===== config.mk =====
export PLATFORM = sky130hd
export DESIGN_NAME = chol_mul
export DESIGN_NICKNAME = d
export VERILOG_FILES = /design/src/chol_pkg.sv /design/src/chol_mul.sv
export SDC_FILE = /design/constraint.sdc
export NUM_CORES = 2
export LEC_CHECK = 0
export ABC_AREA = 1
export ABC_CLOCK_PERIOD_IN_PS = 10100
export BUFFER_PORTS_ARGS = -buffer_cell sky130_fd_sc_hd__buf_2
export CAP_MARGIN = 20
export CORE_MARGIN = 5
export CORE_UTILIZATION = 55
export DETAILED_ROUTE_END_ITERATION = 8
export HOLD_SLACK_MARGIN = 0.12
export MAX_ROUTING_LAYER = met4
export PLACE_DENSITY = 0.72
export SYNTH_ARGS = -nofsm -noshare
export SYNTH_HDL_FRONTEND = slang
export SYNTH_SLANG_ARGS = --single-unit

===== constraint.sdc =====
create_clock -name aclk -period 10.1 [get_ports aclk]
set_clock_uncertainty 0.15 [all_clocks]
set_input_delay 1.01 -clock aclk [delete_from_list [all_inputs] [get_ports aclk]]
set_output_delay 1.01 -clock aclk [all_outputs]
set_load 0.02 [all_outputs]

===== src/chol_pkg.sv =====
`timescale 1ns / 1ps
// Shared constants for the 3x3 Cholesky solver.
// Used by every module of the block; depends on nothing.
package chol_pkg;

    localparam int CHOL_DATA_WIDTH = 32;
    localparam int CHOL_FRAC_BITS  = 16;
    localparam int CHOL_IN_FIELDS  = 9;
    localparam int CHOL_OUT_FIELDS = 3;

endpackage


===== src/chol_mul.sv =====
`timescale 1ns / 1ps
// Two-stage fixed-point multiplier: magnitude product, then rounding and saturation.
// Depends on chol_pkg for defaults.
module chol_mul import chol_pkg::*; #(
    parameter int W = CHOL_DATA_WIDTH,
    parameter int F = CHOL_FRAC_BITS
) (
    input  logic                aclk,
    input  logic                en,
    input  logic signed [W-1:0] a,
    input  logic signed [W-1:0] b,
    output logic signed [W-1:0] p
);

    localparam int SW = 2 * W + 1;
    localparam int MW = SW - F;

    logic [W-1:0]   ua, ub;
    logic [2*W-1:0] prod_reg;
    logic           neg_reg;
    logic [SW-1:0]  sum;
    logic [MW-1:0]  mg, lim;
    logic [W-1:0]   res;
    logic signed [W-1:0] p_reg;

    assign ua = a[W-1] ? (~a + 1'b1) : a;
    assign ub = b[W-1] ? (~b + 1'b1) : b;

    always_ff @(posedge aclk) begin
        if (en) begin
            prod_reg <= ua * ub;
            neg_reg  <= a[W-1] ^ b[W-1];
        end
    end

    always_comb begin
        sum = SW'(prod_reg) + (SW'(1) << (F - 1));
        mg  = sum[SW-1:F];
        lim = (MW'(1) << (W - 1)) - MW'(!neg_reg);
        if (mg > lim) begin
            mg = lim;
        end
        res = neg_reg ? (~mg[W-1:0] + 1'b1) : mg[W-1:0];
    end

    always_ff @(posedge aclk) begin
        if (en) begin
            p_reg <= res;
        end
    end

    assign p = p_reg;

endmodule


==> parameters.txt <==
Parameter                              Value

Status
  Outcome    complete, no violations

Finish
  P&R area growth vs syn    7.20%
  Final nets    6533
  Fraction of layout instances using a drive strength above 1    0.0771
  Finished layout cell area    0.0433 mm²
  Commonest non-fill, non-tap cells in the layout    1230 x inv_1, 1054 x nand2_1, 895 x fa_1
  Leading cell type in the layout, fill and taps excluded    inv_1
  Post-Route Utilization    0.594
  Flip-flop count of the largest register after layout    slightly below 50
  Finished Layout Cells    6242

Yosys
  Share of cell area taken by muxes after synthesis    0.000557
  Simple logic cell fraction of the synthesized area    0.206
  YS warnings    0
  Xor and xnor area share after synthesis    0.0254
  Average instance area after synthesis    7.85 µm²
  Number of instances in the synthesized netlist    5147
  Primary flip-flop cell chosen by synthesis mapping    edfxtp_1
  Fraction of the mapped netlist area in adder cells    0.535
  Async set or reset register ratio after synthesis    0
  Compound-Gate Fraction of Synth Area    0.0381
  Syn Nets    6404
  Dominant combinational cell family by area after synthesis    adder cells
  Register area share after synthesis    0.0609
  Unique cell type count in the Yosys netlist    47
  Cell area after synthesis    0.0404 mm²
  Number of flip-flops and latches in the synthesized netlist    82
  Number of enable-type register cells in the synthesized netlist    82

Place
  Placer's final routability congestion estimate    1.02
  Inst Count DP    6223
  Half-perimeter wire length of the detailed placement result    around 110000 µm
  Total placed instance area    0.0430 mm²
  Number of port buffers    97
  DP Worst Slack    -0.124 ns

Timing
  Maximum clock frequency    103 MHz
  Final clock period utilization by the worst path    0.960
  Relative slew slack    0.294
  Final number of hold-violating endpoints    0
  Final worst-path setup slack    0.403 ns
  Final Setup Violations    0
  Post-route minimum period    slightly below 10 ns
  Pins Over Slew Limit    0
  RSZ-0062 raised after global routing    false
  Transition time at the pin with the least slew margin    1.06 ns

CTS
  CTS Buffer Depth    2
  Clock transition at the registers of the reported paths    around 0.07 ns
  CTS tree    yes
  Maximum level of the CTS H-tree    3
  Clock buffers created by TritonCTS    9
  Clock insertion delay at the later pin of the skew report    approximately 0.36 ns
  Number of clock sinks seen by CTS    between 80 and 90
  Root Buffer Master    clkbuf_16

Floorplan
  Starting density of the core    0.554
  Die W    between 200 and 300 µm
  Die area    0.0790 mm²
  Height of the die    281 µm
  Floorplan row count    99
  I/O pins    98
  Core Region    ~0.073 mm²

Worst setup path
  Kind of launch point of the worst setup path    input pin
  Slowest stage delay, CP    around 0.92 ns
  CP arrival    9.65 ns
  Required time worst endpoint    10.05 ns
  Critical Path Sink Type    register
  Worst-path maximum fanout    12
  Library cell contributing the largest single delay on the critical path    nor4_1
  Setup Crit Path Kind    input pin to register

Route
  Vias post-DR    34600
  Count of routing violations after the opening detailed-route iteration    approximately 3100
  Detail Route Antenna Nets    0
  DRC Markers    0
  Sum of routed wire length over all layers    134000 µm
  Drt wl/cell    21.5 µm
  Routed vias/inst    5.55
  Number of iterations in the first detailed-routing pass    6

Global route
  Maximum number of pins on one net before global-route repair    83
  Remaining global-route overflow    0
  Global-route wire length before repair    206000 µm
  GRT Total Usage    0.354
  Vias in the first global route    roughly 36000
  Initial antenna violation count    1

Job
  Number of max-cap violations    0

Worst hold path
  Worst hold-check path type    register to register
## critical path: cells and delay by family
kind                     cells  cell delay [ns]
XOR/XNOR                     1             0.17
buffers and inverters       10             1.33
AO/OA/AOI/OAI                4             0.86
adder cells (fa/ha/maj)     10             4.08
AND/OR/NAND/NOR             10             2.17
## metal layers
| metal | part of all wire | vias up | global-route usage |
|---|---|---|---|
| met5 | 0 | - | - |
| met4 | 0.067 | 0 | 0.167 |
| met3 | 0.10 | 431 | 0.0643 |
| met2 | 0.45 | 1933 | 0.552 |
| met1 | 0.38 | 17000 | 0.452 |
| li1 | - | 15300 | - |
## cell usage after synthesis (all sizes together) (4+ instances only)
| cell type | n | share of area |
|---|---|---|
| nor2 | 745 | 0.071 |
| xor2 | 86 | 0.019 |
| nor3 | 34 | 0.0046 |
| inv | 1232 | 0.11 |
| fa | 895 | 0.44 |
| nand4 | 38 | 0.0059 |
| buf | 29 | 0.0042 |
| clkinv | 17 | 0.0016 |
| o21ai | 103 | 0.013 |
| a31oi | 11 | 0.0017 |
| clkbuf | 147 | 0.014 |
| nand2 | 1073 | 0.10 |
| xnor2 | 31 | 0.0067 |
| nand3b | 9 | 0.0017 |
| nand3 | 104 | 0.015 |
| o31ai | 4 | 0.00074 |
| edfxtp | 82 | 0.061 |
| nor4 | 20 | 0.0033 |
| ha | 296 | 0.092 |
| a21oi | 124 | 0.015 |
| o21a | 20 | 0.0037 |
| or2 | 22 | 0.0034 |
## area by class of cell
class | instances | area, µm²
Sequential cell | 82 | 2460
Timing Repair Buffer | 294 | 2070
Tap cell | 959 | 1200
Clock buffer | 9 | 225
Antenna cell | 2 | 5.00
Inverter | 1249 | 4690
Fill cell | 6708 | 29600
Clock inverter | 7 | 53.8
Multi-Input combinational cell | 3640 | 32600
## metrics by stage
stage / hold slack, ns / setup TNS [ns]
after detailed placement: 0.699 / -0.187
after global routing: 0.785 / 0
after floorplan: 0.595 / 0
after CTS: 0.719 / 0
after global placement: 0.707 / -0.138
final: 0.731 / 0
## worst paths after layout
path,startpoint,end,slack [ns],cells after the start
worst max-delay path,a[0],prod_reg[61]$_DFFE_PP_,0.40,35
worst min-delay path,prod_reg[20]$_DFFE_PP_,p[4]$_DFFE_PP_,0.73,3
worst max register to register,prod_reg[18]$_DFFE_PP_,p[18]$_DFFE_PP_,4.21,28
worst min register to register,prod_reg[20]$_DFFE_PP_,p[4]$_DFFE_PP_,0.73,3
## cells by family after synthesis
group	count (synthesis)
muxes	2
buffers and inverters	1425
AOI/OAI and AO/OA	280
xor gates and xnor gates	117
adders and majority gates	1191
and+or+nand+nor	2050
DFF	82
## what timing repair did
item | CTS | global route
setup buffers | 0 | 1
hold buffers | 0 | 0
resized for setup | 0 | 9
hold endpoints to repair | 0 | 0
endpoints found under the setup margin | 0 | 23
Power is not shown: default switching activity piles up to over one toggle a cycle in this logic, so the estimate is an artifact.
