File: config.mk
export PLATFORM = sky130hd
export DESIGN_NAME = chol_sqrt
export DESIGN_NICKNAME = d
export VERILOG_FILES = /design/src/chol_pkg.sv /design/src/chol_sqrt.sv
export SDC_FILE = /design/constraint.sdc
export NUM_CORES = 2
export LEC_CHECK = 0
export ABC_AREA = 1
export BUFFER_PORTS_ARGS = -buffer_cell sky130_fd_sc_hd__buf_2
export CORE_UTILIZATION = 45
export DETAILED_ROUTE_END_ITERATION = 10
export SETUP_SLACK_MARGIN = 0.4
export SYNTH_ARGS = -nofsm -noshare
export SYNTH_HDL_FRONTEND = slang
export SYNTH_SLANG_ARGS = --single-unit
File: constraint.sdc
create_clock -name aclk -period 3.74 [get_ports aclk]
set_input_delay 0.561 -clock aclk [delete_from_list [all_inputs] [get_ports aclk]]
set_output_delay 0.561 -clock aclk [all_outputs]
set_load 0.01 [all_outputs]
File: src/chol_pkg.sv
`timescale 1ns / 1ps
// Shared constants for the 3x3 Cholesky solver.
// Used by every module of the block; depends on nothing.
package chol_pkg;

    localparam int CHOL_DATA_WIDTH = 32;
    localparam int CHOL_FRAC_BITS  = 16;
    localparam int CHOL_IN_FIELDS  = 9;
    localparam int CHOL_OUT_FIELDS = 3;

endpackage

File: src/chol_sqrt.sv
`timescale 1ns / 1ps
// Pipelined digit-by-digit square root, floor(sqrt(|a| * 2^F)), one root bit
// per stage, saturated to the positive bound. Depends on chol_pkg.
module chol_sqrt import chol_pkg::*; #(
    parameter int W = CHOL_DATA_WIDTH,
    parameter int F = CHOL_FRAC_BITS
) (
    input  logic                aclk,
    input  logic                en,
    input  logic signed [W-1:0] a,
    output logic signed [W-1:0] r
);

    localparam int RB = (W + F + 1) / 2;
    localparam int VW = 2 * RB;
    localparam int RW = RB + 2;
    localparam int CW = (RB > W) ? RB : W;

    logic signed [W-1:0] a_reg;
    logic [W-1:0]  ua;

    logic [VW-1:0] v_reg    [RB+1];
    logic [RW-1:0] rem_reg  [RB+1];
    logic [RB-1:0] root_reg [RB+1];

    always_ff @(posedge aclk) begin
        if (en) begin
            a_reg <= a;
        end
    end

    assign ua = a_reg[W-1] ? (~a_reg + 1'b1) : a_reg;

    always_ff @(posedge aclk) begin
        if (en) begin
            v_reg[0]    <= VW'({ua, {F{1'b0}}});
            rem_reg[0]  <= '0;
            root_reg[0] <= '0;
        end
    end

    generate
        for (genvar k = 0; k < RB; k++) begin : g_step
            logic [RW+1:0] r4, trial, diff;
            logic          ge;
            always_comb begin
                r4    = {rem_reg[k], v_reg[k][VW-1-2*k -: 2]};
                trial = (RW+2)'({root_reg[k], 2'b01});
                ge    = r4 >= trial;
                diff  = r4 - trial;
            end
            always_ff @(posedge aclk) begin
                if (en) begin
                    v_reg[k+1]    <= v_reg[k];
                    rem_reg[k+1]  <= ge ? diff[RW-1:0] : r4[RW-1:0];
                    root_reg[k+1] <= {root_reg[k][RB-2:0], ge};
                end
            end
        end
    endgenerate

    logic [CW-1:0] rt, lim;
    logic signed [W-1:0] r_reg;

    always_comb begin
        rt  = CW'(root_reg[RB]);
        lim = (CW'(1) << (W - 1)) - CW'(1);
        if (rt > lim) begin
            rt = lim;
        end
    end

    always_ff @(posedge aclk) begin
        if (en) begin
            r_reg <= rt[W-1:0];
        end
    end

    assign r = r_reg;

endmodule
==> summary.txt <==
Clocking
  • TritonCTS Buffers: 135
  • Clock-pin transition on the worst setup and hold timing paths: 60 ps
  • Clk sinks: 1184
  • CTS tree: built
  • Post-CTS Setup Bufs: 0
  • Maximum clock path buffer count: 3
  • H-Tree Depth: 4
  • Worst skew pair latency: 770 ps
  • Clk root buf: clkbuf_16

Setup path
  • CP Buf/Inv Count: 1
  • Data required time of the worst path: around 4400 ps
  • Slowest CP cell: inv_1
  • Crit-path max FO: 20
  • CP top delay family: simple AND/OR/NAND/NOR gates
  • CP max stage delay: just over 700 ps
  • Endpoint type of the worst setup path: flop
  • Startpoint Class: flop
  • Critical path class: flop to flop
  • Critical Path AT: ~3700 ps
  • CP dominant cell by count: nand2_1
  • Crit-path cells: ha_1, fa_1, nand3_1, nand3_1, nand3_2, nand2_1, inv_1, nand2_1, nand2_1

STA
  • Worst setup margin: 688 ps
  • Final Critical Period: 3050 ps
  • Maximum clock frequency: 0.328 GHz
  • Fin crit share: 0.816
  • Slew Limit Fails: 0
  • Setup TNS: 0 ps
  • Setup repair after global routing missed its margin: false
  • Rel. slew slack: 0.368
  • Final setup violation count: 0
  • Worst-Margin Slew: 938 ps
  • Fin Clk Skew: approximately 26 ps
  • Final hold vios: 0

Placed design
  • DP Wirelength: 155 mm
  • Placer congestion estimate: about 0.93
  • I/O Buffers: 57
  • Pre-CTS setup slack: a little over 600 ps

Hold path
  • Worst hold-check path type: input pin to flop

Final layout
  • Filler Cell Count: roughly 15000
  • Nets@finish: 9266
  • Max reg flops: 556
  • Share of cells above drive strength 1: 0.0574
  • P&R area growth vs syn: 10.9%

Yosys
  • Mapped cell area: ~0.07 mm^2
  • Mean Syn Cell Area: around 8.2 um^2
  • Flop and latch count out of synthesis: 1184
  • EDFF count, synth: 1184
  • Predominant post-synthesis flop cell: edfxtp_1
  • Sequential area share after synthesis: 0.499
  • Yosys Warn Count: 0
  • Syn Inst Count: 8710
  • Share of synthesized registers carrying an async set or reset: 0
  • Netlist cell types: a little over 60

Floorplanning
  • Initial Util: 0.455
  • FP Rows: 145
  • I/O pins: 66
  • Die Span Y: 400 um
  • Core ar.: 0.157 mm^2
  • Die span in x: between 300 and 400 um
  • Die ar.: 0.160 mm^2

GRT
  • Total track usage: 0.245
  • First-pass GRT wire length: between 300 and 400 mm
  • Largest net degree at the start of global routing: about 110
  • Total gr overflow: 0
  • Initial antenna violation count: 2
  • Vias in the first global route: 52651

Power and ir drop
  • Worst VDD drop: about 0.47 mV
  • Pwr/cell area: 500 mW/mm^2
  • Total power: 0.0395 W
  • Static leakage: roughly 37 nW

Drt
  • Vias: roughly 56000
  • DRT iter0 DRCs: between 4000 and 5000
  • Post-Route WL: between 150 and 200 mm
  • Drt wl/cell: 17.6 um
  • Routed Antenna Nets: 0
  • Vias per inst: 5.01
  • DR pass1 iterations: 6
  • Drt drc: 0

Status
  • Status: completed

Run
  • Max-Cap Viols: 0
==> cells in the mapped netlist, types with 3 or more instances <==
library cell  instances  area, um^2
inv_2                16        60.1
inv_1              1603        6020
buf_8                 5        75.1
nand2_1            3023       11300
nand3_4               3        52.6
nand3b_1             75         563
nand3_2              10         100
o21ai_2              28         245
and3_1                8        50.1
or2_2                17         106
fa_1                  7         140
buf_2                18        90.1
nor2_1              751        2820
nor3_1               72         360
nor4_1                4        25.0
o21ai_0             141         706
nand4_1             132         826
a21oi_4               3        48.8
ha_1                312        3900
or2_1                 3        18.8
buf_6                26         293
xor2_1              129        1130
a21boi_0              5        37.5
xnor2_1             103         902
a21oi_1             241        1210
nor2_2               36         225
and2_1               26         163
buf_4                23         173
nand2_2              34         213
nor2_4               11         124
nand2_4               3        33.8
o21ai_1              45         225
o21bai_1              8        60.1
a21oi_2              38         333
clkbuf_1              4        15.0
nand3_1             530        2650
edfxtp_1           1184       35600
==> timing repair <==
action / CTS / global route
endpoints found under the hold margin: 32 / 0
gates resized for setup: 0 / 1
endpoints found under the setup margin: 0 / 1
hold buffers: 32 / 0
==> worst reg2reg max path: stages, from the launching register on <==
cell and delay [ps]:
edfxtp_1 470, ha_1 290, fa_1 450, nand3_1 130, nand3_1 160, nand3_2 130
nand2_1 320, inv_1 710, nand2_1 130, nand2_1 130
==> layout make-up <==
type                    instances  area, um^2  share of cell area
flip-flops and latches       1184       35600               0.450
multi-input cells            5833       28900               0.366
inverters                    1624        6110              0.0774
clock buffers                 160        3490              0.0442
well taps                    2058        2570              0.0326
clock inverters                85        1170              0.0149
repair buffers                135        1120              0.0142
diodes                          1        2.50           0.0000317
==> layer usage <==
metal | vias to the layer above | routed length (um) | share of wire | track usage
met5 | - | 0 | 0 | 0
met4 | 0 | 5120 | 0.026 | 0.0680
met3 | 280 | 8670 | 0.044 | 0.0296
met2 | 1312 | 91800 | 0.47 | 0.409
met1 | 25802 | 89700 | 0.46 | 0.333
li1 | 28167 | - | - | -
==> cell families (layout without fill, tap and decap cells) <==
| family | count (synthesis) | count (layout) | synth area share |
|---|---|---|---|
| XOR/XNOR | 232 | 232 | 0.0285 |
| buffers and inverters | 1701 | 2004 | 0.0952 |
| AO/OA/AOI/OAI | 521 | 521 | 0.0417 |
| flip-flops | 1184 | 1184 | 0.499 |
| other | 1 | 10 | 0.0000527 |
| AND/OR/NAND/NOR | 4752 | 4752 | 0.278 |
| adder cells (fa/ha/maj) | 319 | 319 | 0.0568 |
==> final timing paths <==
check / slack (ps) / to / cells past startpoint / startpoint
worst max-delay path: 690 / rem_reg[2][68] / 9 / rem_reg[2][26]
worst min-delay path: 230 / rem_reg[1][48] / 1 / en
worst max register to register: 690 / rem_reg[2][68] / 9 / rem_reg[2][26]
worst min register to register: 400 / v_reg[1][71] / 0 / v_reg[1][23]
==> placed cells by master (no fill, tap or decap), types with 103 or more instances in the layout <==
master     count
inv_1       1603
clkbuf_16    136
nor2_1       751
ha_1         312
a21oi_1      241
o21ai_0      141
xnor2_1      103
edfxtp_1    1184
nand4_1      132
nand2_1     3023
xor2_1       129
nand3_1      530
==> power by group <==
part / switching, W / internal, W
clock network: 0.00567 / 0.00813
logic: 0.00546 / 0.00269
registers: 0.00118 / 0.0164
==> metrics by stage <==
stage | hold WS [ps] | utilization | std cells | cell area (um^2)
finish | 233 | 0.504 | 11080 | 78900
CTS | 196 | 0.504 | 11079 | 78900
floorplan | 400 | - | 8718 | 71200
global placement | 400 | 0.472 | 10802 | 74000
global route | 217 | 0.504 | 11079 | 78900
detailed placement | 405 | 0.472 | 10802 | 74000
Power figures use the tool's default switching activity.
