--- src/chol_pkg.sv ---
`timescale 1ns / 1ps
// Shared constants for the 3x3 Cholesky solver.
// Used by every module of the block; depends on nothing.
package chol_pkg;

    localparam int CHOL_DATA_WIDTH = 32;
    localparam int CHOL_FRAC_BITS  = 16;
    localparam int CHOL_IN_FIELDS  = 9;
    localparam int CHOL_OUT_FIELDS = 3;

endpackage

--- src/chol_dly.sv ---
`timescale 1ns / 1ps
// Enabled delay line of N register stages, or a plain wire when N is 0.
// Depends on chol_pkg for the default width.
module chol_dly import chol_pkg::*; #(
    parameter int W = CHOL_DATA_WIDTH,
    parameter int N = 1
) (
    input  logic         aclk,
    input  logic         en,
    input  logic [W-1:0] din,
    output logic [W-1:0] dout
);

    generate
        if (N == 0) begin : g_none
            assign dout = din;
        end else begin : g_line
            logic [W-1:0] tap_reg [N];
            always_ff @(posedge aclk) begin
                if (en) begin
                    tap_reg[0] <= din;
                    for (int i = 1; i < N; i++) begin
                        tap_reg[i] <= tap_reg[i-1];
                    end
                end
            end
            assign dout = tap_reg[N-1];
        end
    endgenerate

endmodule

--- config.mk ---
export PLATFORM = sky130hd
export DESIGN_NAME = chol_dly
export DESIGN_NICKNAME = d
export VERILOG_FILES = /design/src/chol_pkg.sv /design/src/chol_dly.sv
export SDC_FILE = /design/constraint.sdc
export NUM_CORES = 1
export LEC_CHECK = 0
export BUFFER_PORTS_ARGS = -buffer_cell sky130_fd_sc_hd__buf_2
export CAP_MARGIN = 30
export CORE_MARGIN = 2
export CORE_UTILIZATION = 39
export CTS_CLUSTER_SIZE = 16
export DETAILED_ROUTE_END_ITERATION = 8
export PLACE_DENSITY_LB_ADDON = 0.2
export SYNTH_ARGS = -nofsm -noshare
export SYNTH_HDL_FRONTEND = slang
export SYNTH_SLANG_ARGS = --single-unit
--- constraint.sdc ---
create_clock -name aclk -period 0.8 [get_ports aclk]
set_input_delay 0.04 -clock aclk [delete_from_list [all_inputs] [get_ports aclk]]
set_output_delay 0.04 -clock aclk [all_outputs]
set_load 0.005 [all_outputs]
==> qor.yml, run 1 <==
status:
  status: "finished with violations"
  violations: "setup timing"
synthesis:
  syn_area_um2: 961
  ys_types: 1
  synth_adder_area_share_pct: 0
  syn_nets: 66
  synthesis.instances: 32
  synth_top_area_share_pct: 100
  synth.avg_cell_area_um2: 30.0
  synth_seq_area_share_pct: 100
  synth_xor_area_share_pct: 0
  yosysTopAreaCell: "edfxtp_1"
  synthMuxAreaShare_pct: 0
  synth_area_leaders: "edfxtp_1"
  synth_simple_gate_area_share_pct: 0
  synth_seq_cells: 32
  synth-compound-area-share_pct: 0
  ys_warn_count: 0
finish:
  syn2layout_area_growth_pct: 82.8
  layout_common_cells: "buf_2, edfxtp_1, dlygate4sd3_1"
  largest_reg_flops: 32
  final_nets: 172
  multi_input_comb_area_um2: 0
  multi_input_gates: 0
  stdcell_area_um2: 1760
  layout_commonest_cell: "buf_2"
  antenna-diode-count: 0
  drive_above_1_share_pct: 52.5
timing:
  hold_violations: 0
  report.final.slew_viol_count: 0
  rsz0062_at_grt: "yes"
  fin_tns_setup_ns: -1.99
  worst_hold_slack_ns: 0.130
  slew_headroom_pct: 93.2
  timing.final.ws_setup_ns: -0.0874
  max_freq_mhz: 1130
  setup_viol: 32
  tightest_slew_ns: 0.102
  post-route-period-util_pct: 111
  layout_min_cycle_time_ns: 0.887
die:
  num_rows: 17
  die_h_um: 53.6
  fp.coreArea_um2: 2280
  die_x_um: 53.6
  die-area_um2: 2880
  initial_utilization_pct: 42.2
  ios: 66
clock_tree:
  cts_htree_levels: 2
  cts_buffers: 5
  tritoncts: "built"
  cts_root_buf: "clkbuf_4"
  clock_path_buffers: 2
  clk_pin_slew_ns: 0.10
  cts.sinks: 32
global_route:
  overflow: 0
  groute.layer.met1.usage_pct: 15.5
  use_met3_pct: 9.17
  grt_usage_pct: 18.5
  first_global_vias: 709
  busiest_layer: "met2"
  grt_max_degree: 19
  met2_usage_pct: 33.3
  antenna_found_initial: 0
  grt_pass1_wl_um: 3310
setup_path:
  crit_fanout: 1
  worstPathCellList: "buf_2"
  crit_buf_inv: 1
  cp-start-kind: "flop"
  worstSetupPathType: "flop to primary output"
  end_kind: "primary output"
  cp.arrival_ns: 0.85
  cp.required_ns: 0.76
  cp_slowest_cell: "edfxtp_1"
  cp_top_family: "flip-flops"
  crit_path_max_incr_delay_ns: 0.39
detailed_routing:
  dr.pass1.iters: 4
  via_count: 715
  routed_wl_um: 2270
  initialDrtViolationCount: 9
  drc_errors: 0
  routedWlPerCell_um: 13.6
  routed_via_density: 4.28
  antenna_left: 0
placement:
  routabilityCongestion: 0.668
  pre_cts_ws_ns: 0.154
  place_area_um2: 1360
  io_buffers: 65
flow_run:
  maxCapViolCount: 0
power_and_ir_drop:
  power_density_nw_per_um2: 2030
  p_leak_uw: 0.000762
  vdd_ir_drop_max_uv: 1550
worst_hold_path:
  hold_class: "primary input to flop"
## stage by stage
stage / power (uW) / instances / util (%)
final: 3570 / 167 / 77.2
after global routing: 3730 / 167 / 77.2
after CTS: 3610 / 167 / 77.2
after detailed placement: 2330 / 127 / 59.8
after global placement: 2320 / 127 / 59.8
after floorplan: 2080 / 32 / -
## what timing repair did
item,in CTS,in global routing
hold buffers,32,0
hold endpoints to repair,32,0
buffers inserted,0,0
gates resized for setup,0,0
endpoints found under the setup margin,32,32
## per-layer routing
metal | wire [um] | part of all wire (%)
met5 | 0 | 0
met4 | 59 | 2.6
met3 | 187 | 8.2
met2 | 1310 | 57
met1 | 719 | 32
## worst paths after layout
check / startpoint / end / slack (ns) / depth (start not counted)
worst min-delay path: en / g_line.tap_reg[0][19] / 0.13 / 2
worst max-delay path: g_line.tap_reg[0][19] / dout[19] / -0.09 / 1
## cells by family (layout without fill, tap and decap cells)
family	after synthesis	after routing
flip-flops	32	32
buffers and inverters	0	107
## cells in the mapped netlist, drive strengths merged
cell type	count
edfxtp	32
## cell type report
class	count	area, um^2
Clock buffer	5	37.5
Clock inverter	3	37.5
Fill cell	142	519
Sequential cell	32	961
Tap cell	28	35.0
Timing Repair Buffer	99	686
## where the power goes
group	internal, uW	switching (uW)
registers	1990	29.5
logic	257	140
clock network	638	518
(Power assumes the default switching activity.)
==> run 2, diff against run 1 <==
--- a/config.mk
+++ b/config.mk
@@ -6,9 +6,9 @@
 export NUM_CORES = 1
 export LEC_CHECK = 0
 export BUFFER_PORTS_ARGS = -buffer_cell sky130_fd_sc_hd__buf_2
-export CAP_MARGIN = 30
+export CAP_MARGIN = 10
 export CORE_MARGIN = 2
-export CORE_UTILIZATION = 39
+export CORE_UTILIZATION = 30
 export CTS_CLUSTER_SIZE = 16
 export DETAILED_ROUTE_END_ITERATION = 8
 export PLACE_DENSITY_LB_ADDON = 0.2
==> run 2 against run 1 <==
  * The run still ends with setup timing left
  * Largest cell class unchanged
  * Count of clock-buffer cells in the layout increased by 1
  * Sequential share of layout area decreased by 0.65 points
  * First-iteration DRC count increased by 11%
  * Total power increased by 0.46%
  * Critical endpoint is now dout[4]
  * Wire length decreased by 2.5%
  * Die area increased by 28%
==> qor.yml, run 2 (same netlist as run 1, synthesis figures left out) <==
placement:
  dp_hpwl_um: 1380
  io_buffers: 65  # unchanged
  placed_cells: 143  # was 127
  routabilityCongestion: 0.668  # about the same
die:
  die-area_um2: 3670  # was 2880 um^2
  initial_utilization_pct: 31.5  # was 42.2%
  ios: 66  # unchanged
  num_rows: 20  # was 17
  die_h_um: 60.6  # was 53.6 um
  fp.coreArea_um2: 3050  # was 2280 um^2
  die_x_um: 60.6  # was 53.6 um
setup_path:
  end_kind: "primary output"  # unchanged
  cp.required_ns: 0.76  # about the same
  crit_buf_inv: 1  # unchanged
  cp_top_family: "flip-flops"  # unchanged
  cp-start-kind: "flop"  # unchanged
  cp.arrival_ns: 0.84  # was 0.85 ns
  worstPathCellList: "buf_2"  # unchanged
  worstSetupPathType: "flop to primary output"  # unchanged
  cp_slowest_cell: "edfxtp_1"  # unchanged
  crit_fanout: 1  # unchanged
  crit_path_max_incr_delay_ns: 0.38  # was 0.39 ns
flow_run:
  maxCapViolCount: 0  # unchanged
finish:
  final_nets: 172  # unchanged
  drive_above_1_share_pct: 53.2  # was 52.5%
  layout_common_cells: "buf_2, edfxtp_1, dlygate4sd3_1"  # unchanged
  multi_input_gates: 0  # unchanged
  final_core_util_pct: 58.2  # was 77.2%
  syn2layout_area_growth_pct: 85.0  # was 82.8%
  layout_commonest_cell: "buf_2"  # unchanged
  fillers: 267  # was 142
  fin_cells: 183  # was 167
  largest_reg_flops: 32  # unchanged
  multi_input_comb_area_um2: 0  # unchanged
  antenna-diode-count: 0  # unchanged
power_and_ir_drop:
  seqPwrFrac_pct: 56.2  # was 56.5%
  vdd_ir_drop_max_uv: 1310  # was 1550 uV
  p_switching_uw: 687  # about the same
  p_comb_share_pct: 11.1  # about the same
  p_sw_share_pct: 19.1  # was 19.2%
  p_total_uw: 3590  # was 3570 uW
  power_density_nw_per_um2: 2020  # was 2030 nW/um^2
  cell_internal_pwr_uw: 2900  # was 2880 uW
  p_leak_uw: 0.000764  # was 0.000762 uW
  clkPwrFrac_pct: 32.7  # was 32.4%
clock_tree:
  cts_buffers: 5  # unchanged
  post_cts_resized: 0  # unchanged
  clk_pin_slew_ns: 0.10  # about the same
  clock_path_buffers: 2  # unchanged
  tritoncts: "built"  # unchanged
  cts_setup_buffers: 0  # unchanged
  cts.sinks: 32  # unchanged
  cts_root_buf: "clkbuf_4"  # unchanged
  cts_htree_levels: 2  # unchanged
detailed_routing:
  routed_via_density: 3.82  # was 4.28
  initialDrtViolationCount: 10  # was 9
  dr.pass1.iters: 2  # was 4
  routed_wl_um: 2220  # was 2270 um
  drc_errors: 0  # unchanged
  via_count: 699  # was 715
  routedWlPerCell_um: 12.1  # was 13.6 um
  antenna_left: 0  # unchanged
global_route:
  grt_max_degree: 18  # was 19
  antenna_found_initial: 0  # unchanged
  grt_pass1_wl_um: 3330  # was 3310 um
  first_global_vias: 799  # was 709
  overflow: 0  # unchanged
  grt_usage_pct: 13.5  # was 18.5%
timing:
  max_freq_mhz: 1130  # about the same
  setup_viol: 32  # unchanged
  rsz0062_at_grt: "yes"  # unchanged
  slew_headroom_pct: 92.5  # was 93.2%
  hold_violations: 0  # unchanged
  tightest_slew_ns: 0.114  # was 0.102 ns
  layout_min_cycle_time_ns: 0.885  # was 0.887 ns
  post-route-period-util_pct: 111  # about the same
  fin_tns_setup_ns: -2.04  # was -1.99 ns
  report.final.slew_viol_count: 0  # unchanged
  worst_hold_slack_ns: 0.140  # was 0.130 ns
  timing.final.ws_setup_ns: -0.0847  # was -0.0874 ns
worst_hold_path:
  min_to: "g_line.tap_reg[0][6]"  # was g_line.tap_reg[0][19]
  min_from: "en"  # unchanged
  holdPathStages: 2  # unchanged
  hold_class: "primary input to flop"  # unchanged
status:
  status: "finished with violations"  # unchanged
  violations: "setup timing"  # unchanged
[run 2: cell count changes in the layout (fill, tap and decap cells not counted)]
cell	before	now
clkbuf_1	0	1
clkinv_1	2	0
clkinv_2	0	1
[run 2: how the worst max path moves through the flow]
stage	start	end	slack, ns	cells after the start
after detailed placement	en	g_line.tap_reg[0][14]	0.15	2
after global placement	en	g_line.tap_reg[0][14]	0.16	2
final	g_line.tap_reg[0][4]	dout[4]	-0.08	1
after floorplan	g_line.tap_reg[0][0]	dout[0]	0.40	0
after global routing	g_line.tap_reg[0][5]	dout[5]	-0.14	1
after CTS	g_line.tap_reg[0][5]	dout[5]	-0.11	1
[run 2: routing by layer]
layer / share of wire, % / vias up / track usage, %
li1: - / 340 / -
met1: 33 / 309 / 12.5
met2: 50 / 45 / 22.4
met3: 15 / 5 / 8.74
met4: 1.7 / 0 / 7.45
met5: 0 / - / 0
[run 2: layout make-up]
cell class	count	area, um^2	area share [%]
Clock buffer	6	41.3	2.32
Sequential cell	32	961	54.0
Timing Repair Buffer	99	686	38.6
Tap cell	44	55.1	3.10
Clock inverter	2	35.0	1.97
[run 2: power by group through the flow]
stage          logic [uW]  clock network, uW  registers [uW]
3_5_place_dp          281                  0            2050
2_1_floorplan           0                  0            2080
3_3_place_gp          273                  0            2050
4_1_cts               400               1220            2020
6_report              397               1170            2020
5_1_grt               438               1280            2030
[run 2: metrics by stage]
stage               area, um^2  worst slack (ns)
floorplan                  961             0.405
global route              1780            -0.143
detailed placement        1380             0.151
CTS                       1780            -0.113
global placement          1380             0.157
finish                    1780           -0.0847
[run 2: repair_timing]
action	4_1_cts	5_1_grt
endpoints found under the hold margin	32	0
setup endpoints to repair	32	32
hold buffers	32	0
==> run 3, diff against run 2 <==
==> constraint.sdc (replaced) <==
create_clock -name aclk -period 0.9 [get_ports aclk]
set_input_delay 0.045 -clock aclk [delete_from_list [all_inputs] [get_ports aclk]]
set_output_delay 0.045 -clock aclk [all_outputs]
set_load 0.005 [all_outputs]
==> run 3 against run 2 <==
  * The run now ends clean
  * Sequential power fell by 11%
  * First-iteration DRC count up 110%
  * Wire length decreased by 4.1%
  * Hold slack improved by 0.033 ns
  * Count of clock-buffer cells in the layout increased by 1
  * Sequential cell count stayed put
  * Setup slack improved by 0.091 ns
  * Global-route usage decreased by 1.2 points
  * Cell count shrank 0.55%
  * Core utilization down 1.6 points
  * Clock power fell by 38%
==> qor.yml, run 3 (same netlist as run 1, synthesis figures left out) <==
status:
  status: "completed"  # was finished with violations
timing:
  setup_viol: 0  # was 32
  report.final.slew_viol_count: 0  # unchanged
  max_freq_mhz: 1120
  hold_violations: 0  # unchanged
  slew_headroom_pct: 88.5  # was 92.5%
  tightest_slew_ns: 0.172  # was 0.114 ns
  fin_tns_setup_ns: 0  # was -2.04 ns
  worst_hold_slack_ns: 0.173  # was 0.140 ns
  layout_min_cycle_time_ns: 0.894
  rsz0062_at_grt: "yes"  # unchanged
  post-route-period-util_pct: 99.3
  timing.final.ws_setup_ns: 0.00593  # was -0.0847 ns
global_route:
  grt_max_degree: 33  # was 18
  overflow: 0  # unchanged
  grt_pass1_wl_um: 2930  # was 3330 um
  first_global_vias: 674  # was 799
  grt_usage_pct: 12.3  # was 13.5%
  antenna_found_initial: 0  # unchanged
setup_path:
  cp.arrival_ns: 0.85  # was 0.84 ns
  crit_path_max_incr_delay_ns: 0.39  # was 0.38 ns
  worstPathCellList: "buf_2"  # unchanged
  end_kind: "primary output"  # unchanged
  crit_buf_inv: 1  # unchanged
  cp_top_family: "flip-flops"  # unchanged
  cp.required_ns: 0.85  # was 0.76 ns
  worstSetupPathType: "flop to primary output"  # unchanged
  cp-start-kind: "flop"  # unchanged
  cp_slowest_cell: "edfxtp_1"  # unchanged
  crit_fanout: 1  # unchanged
detailed_routing:
  dr.pass1.iters: 3  # was 2
  via_count: 711  # was 699
  routed_via_density: 3.91  # was 3.82
  antenna_left: 0  # unchanged
  routedWlPerCell_um: 11.7  # was 12.1 um
  routed_wl_um: 2130  # was 2220 um
  initialDrtViolationCount: 21  # was 10
  drc_errors: 0  # unchanged
placement:
  routabilityCongestion: 0.649  # was 0.668
  io_buffers: 65  # unchanged
  pre_cts_ws_ns: 0.224  # was 0.151 ns
  place_area_um2: 1360  # was 1380 um^2
die:
  die-area_um2: 3670  # unchanged
  initial_utilization_pct: 31.5  # unchanged
  fp.coreArea_um2: 3050  # unchanged
  die_h_um: 60.6  # unchanged
  ios: 66  # unchanged
  num_rows: 20  # unchanged
  die_x_um: 60.6  # unchanged
finish:
  final_core_util_pct: 56.7  # was 58.2%
  stdcell_area_um2: 1730  # was 1780 um^2
  multi_input_gates: 0  # unchanged
  multi_input_comb_area_um2: 0  # unchanged
  layout_common_cells: "buf_2, edfxtp_1, dlygate4sd3_1"  # unchanged
  drive_above_1_share_pct: 51.4  # was 53.2%
  fillers: 254  # was 267
  final_nets: 171  # was 172
  syn2layout_area_growth_pct: 80.1  # was 85.0%
  largest_reg_flops: 32  # unchanged
  layout_commonest_cell: "buf_2"  # unchanged
  antenna-diode-count: 0  # unchanged
clock_tree:
  clk_pin_slew_ns: 0.09  # was 0.10 ns
  clock_path_buffers: 2  # unchanged
  cts_htree_levels: 2  # unchanged
  cts_buffers: 5  # unchanged
  tritoncts: "built"  # unchanged
  cts.sinks: 32  # unchanged
  cts_root_buf: "clkbuf_4"  # unchanged
flow_run:
  maxCapViolCount: 0  # unchanged
worst_hold_path:
  hold_class: "primary input to flop"  # unchanged
power_and_ir_drop:
  power_density_nw_per_um2: 1650  # was 2020 nW/um^2
  vdd_ir_drop_max_uv: 851  # was 1310 uV
  p_leak_uw: 0.000739  # was 0.000764 uW
[run 3: changes by cell type in the layout (fill, tap and decap cells not counted), sizes merged]
cell	previous run	this run
bufinv	1	0
clkbuf	6	7
buf	67	66
[run 3: layout make-up]
cell class / instances / area [um^2] / area share (%)
clock buffers: 7 / 45.0 / 2.60
clock inverters: 1 / 3.75 / 0.217
flip-flops and latches: 32 / 961 / 55.5
well taps: 44 / 55.1 / 3.18
repair buffers: 98 / 666 / 38.5
[run 3: power breakdown]
| group | internal (uW) | switching [uW] |
|---|---|---|
| clock | 300 | 423 |
| combinational | 219 | 118 |
| sequential | 1770 | 26.4 |
| total | 2290 | 568 |
[run 3: worst paths after layout]
check	startpoint	end	slack, ns	cells past startpoint
setup / recovery	g_line.tap_reg[0][12]	dout[12]	0.006	1
hold / removal	en	g_line.tap_reg[0][25]	0.17	2
[run 3: routing by layer]
metal / global-route usage (%) / up-vias / wire length (um)
li1: - / 339 / -
met2: 20.0 / 45 / 1080
met3: 7.68 / 6 / 248
met5: 0 / - / 0
met1: 12.0 / 321 / 751
met4: 6.52 / 0 / 48
[run 3: timing repair]
action,in CTS,in global routing
hold buffers,32,0
resized for setup,0,0
endpoints found under the setup margin,10,30
buffers inserted,0,0
cloned,0,0
hold endpoints to repair,32,0
pin swaps,0,0
[run 3: through the flow]
step | power (uW) | cells
3_5_place_dp | 2060 | 142
4_1_cts | 2920 | 182
5_1_grt | 3020 | 182
3_3_place_gp | 2060 | 142
2_1_floorplan | 1850 | 32
6_report | 2850 | 182
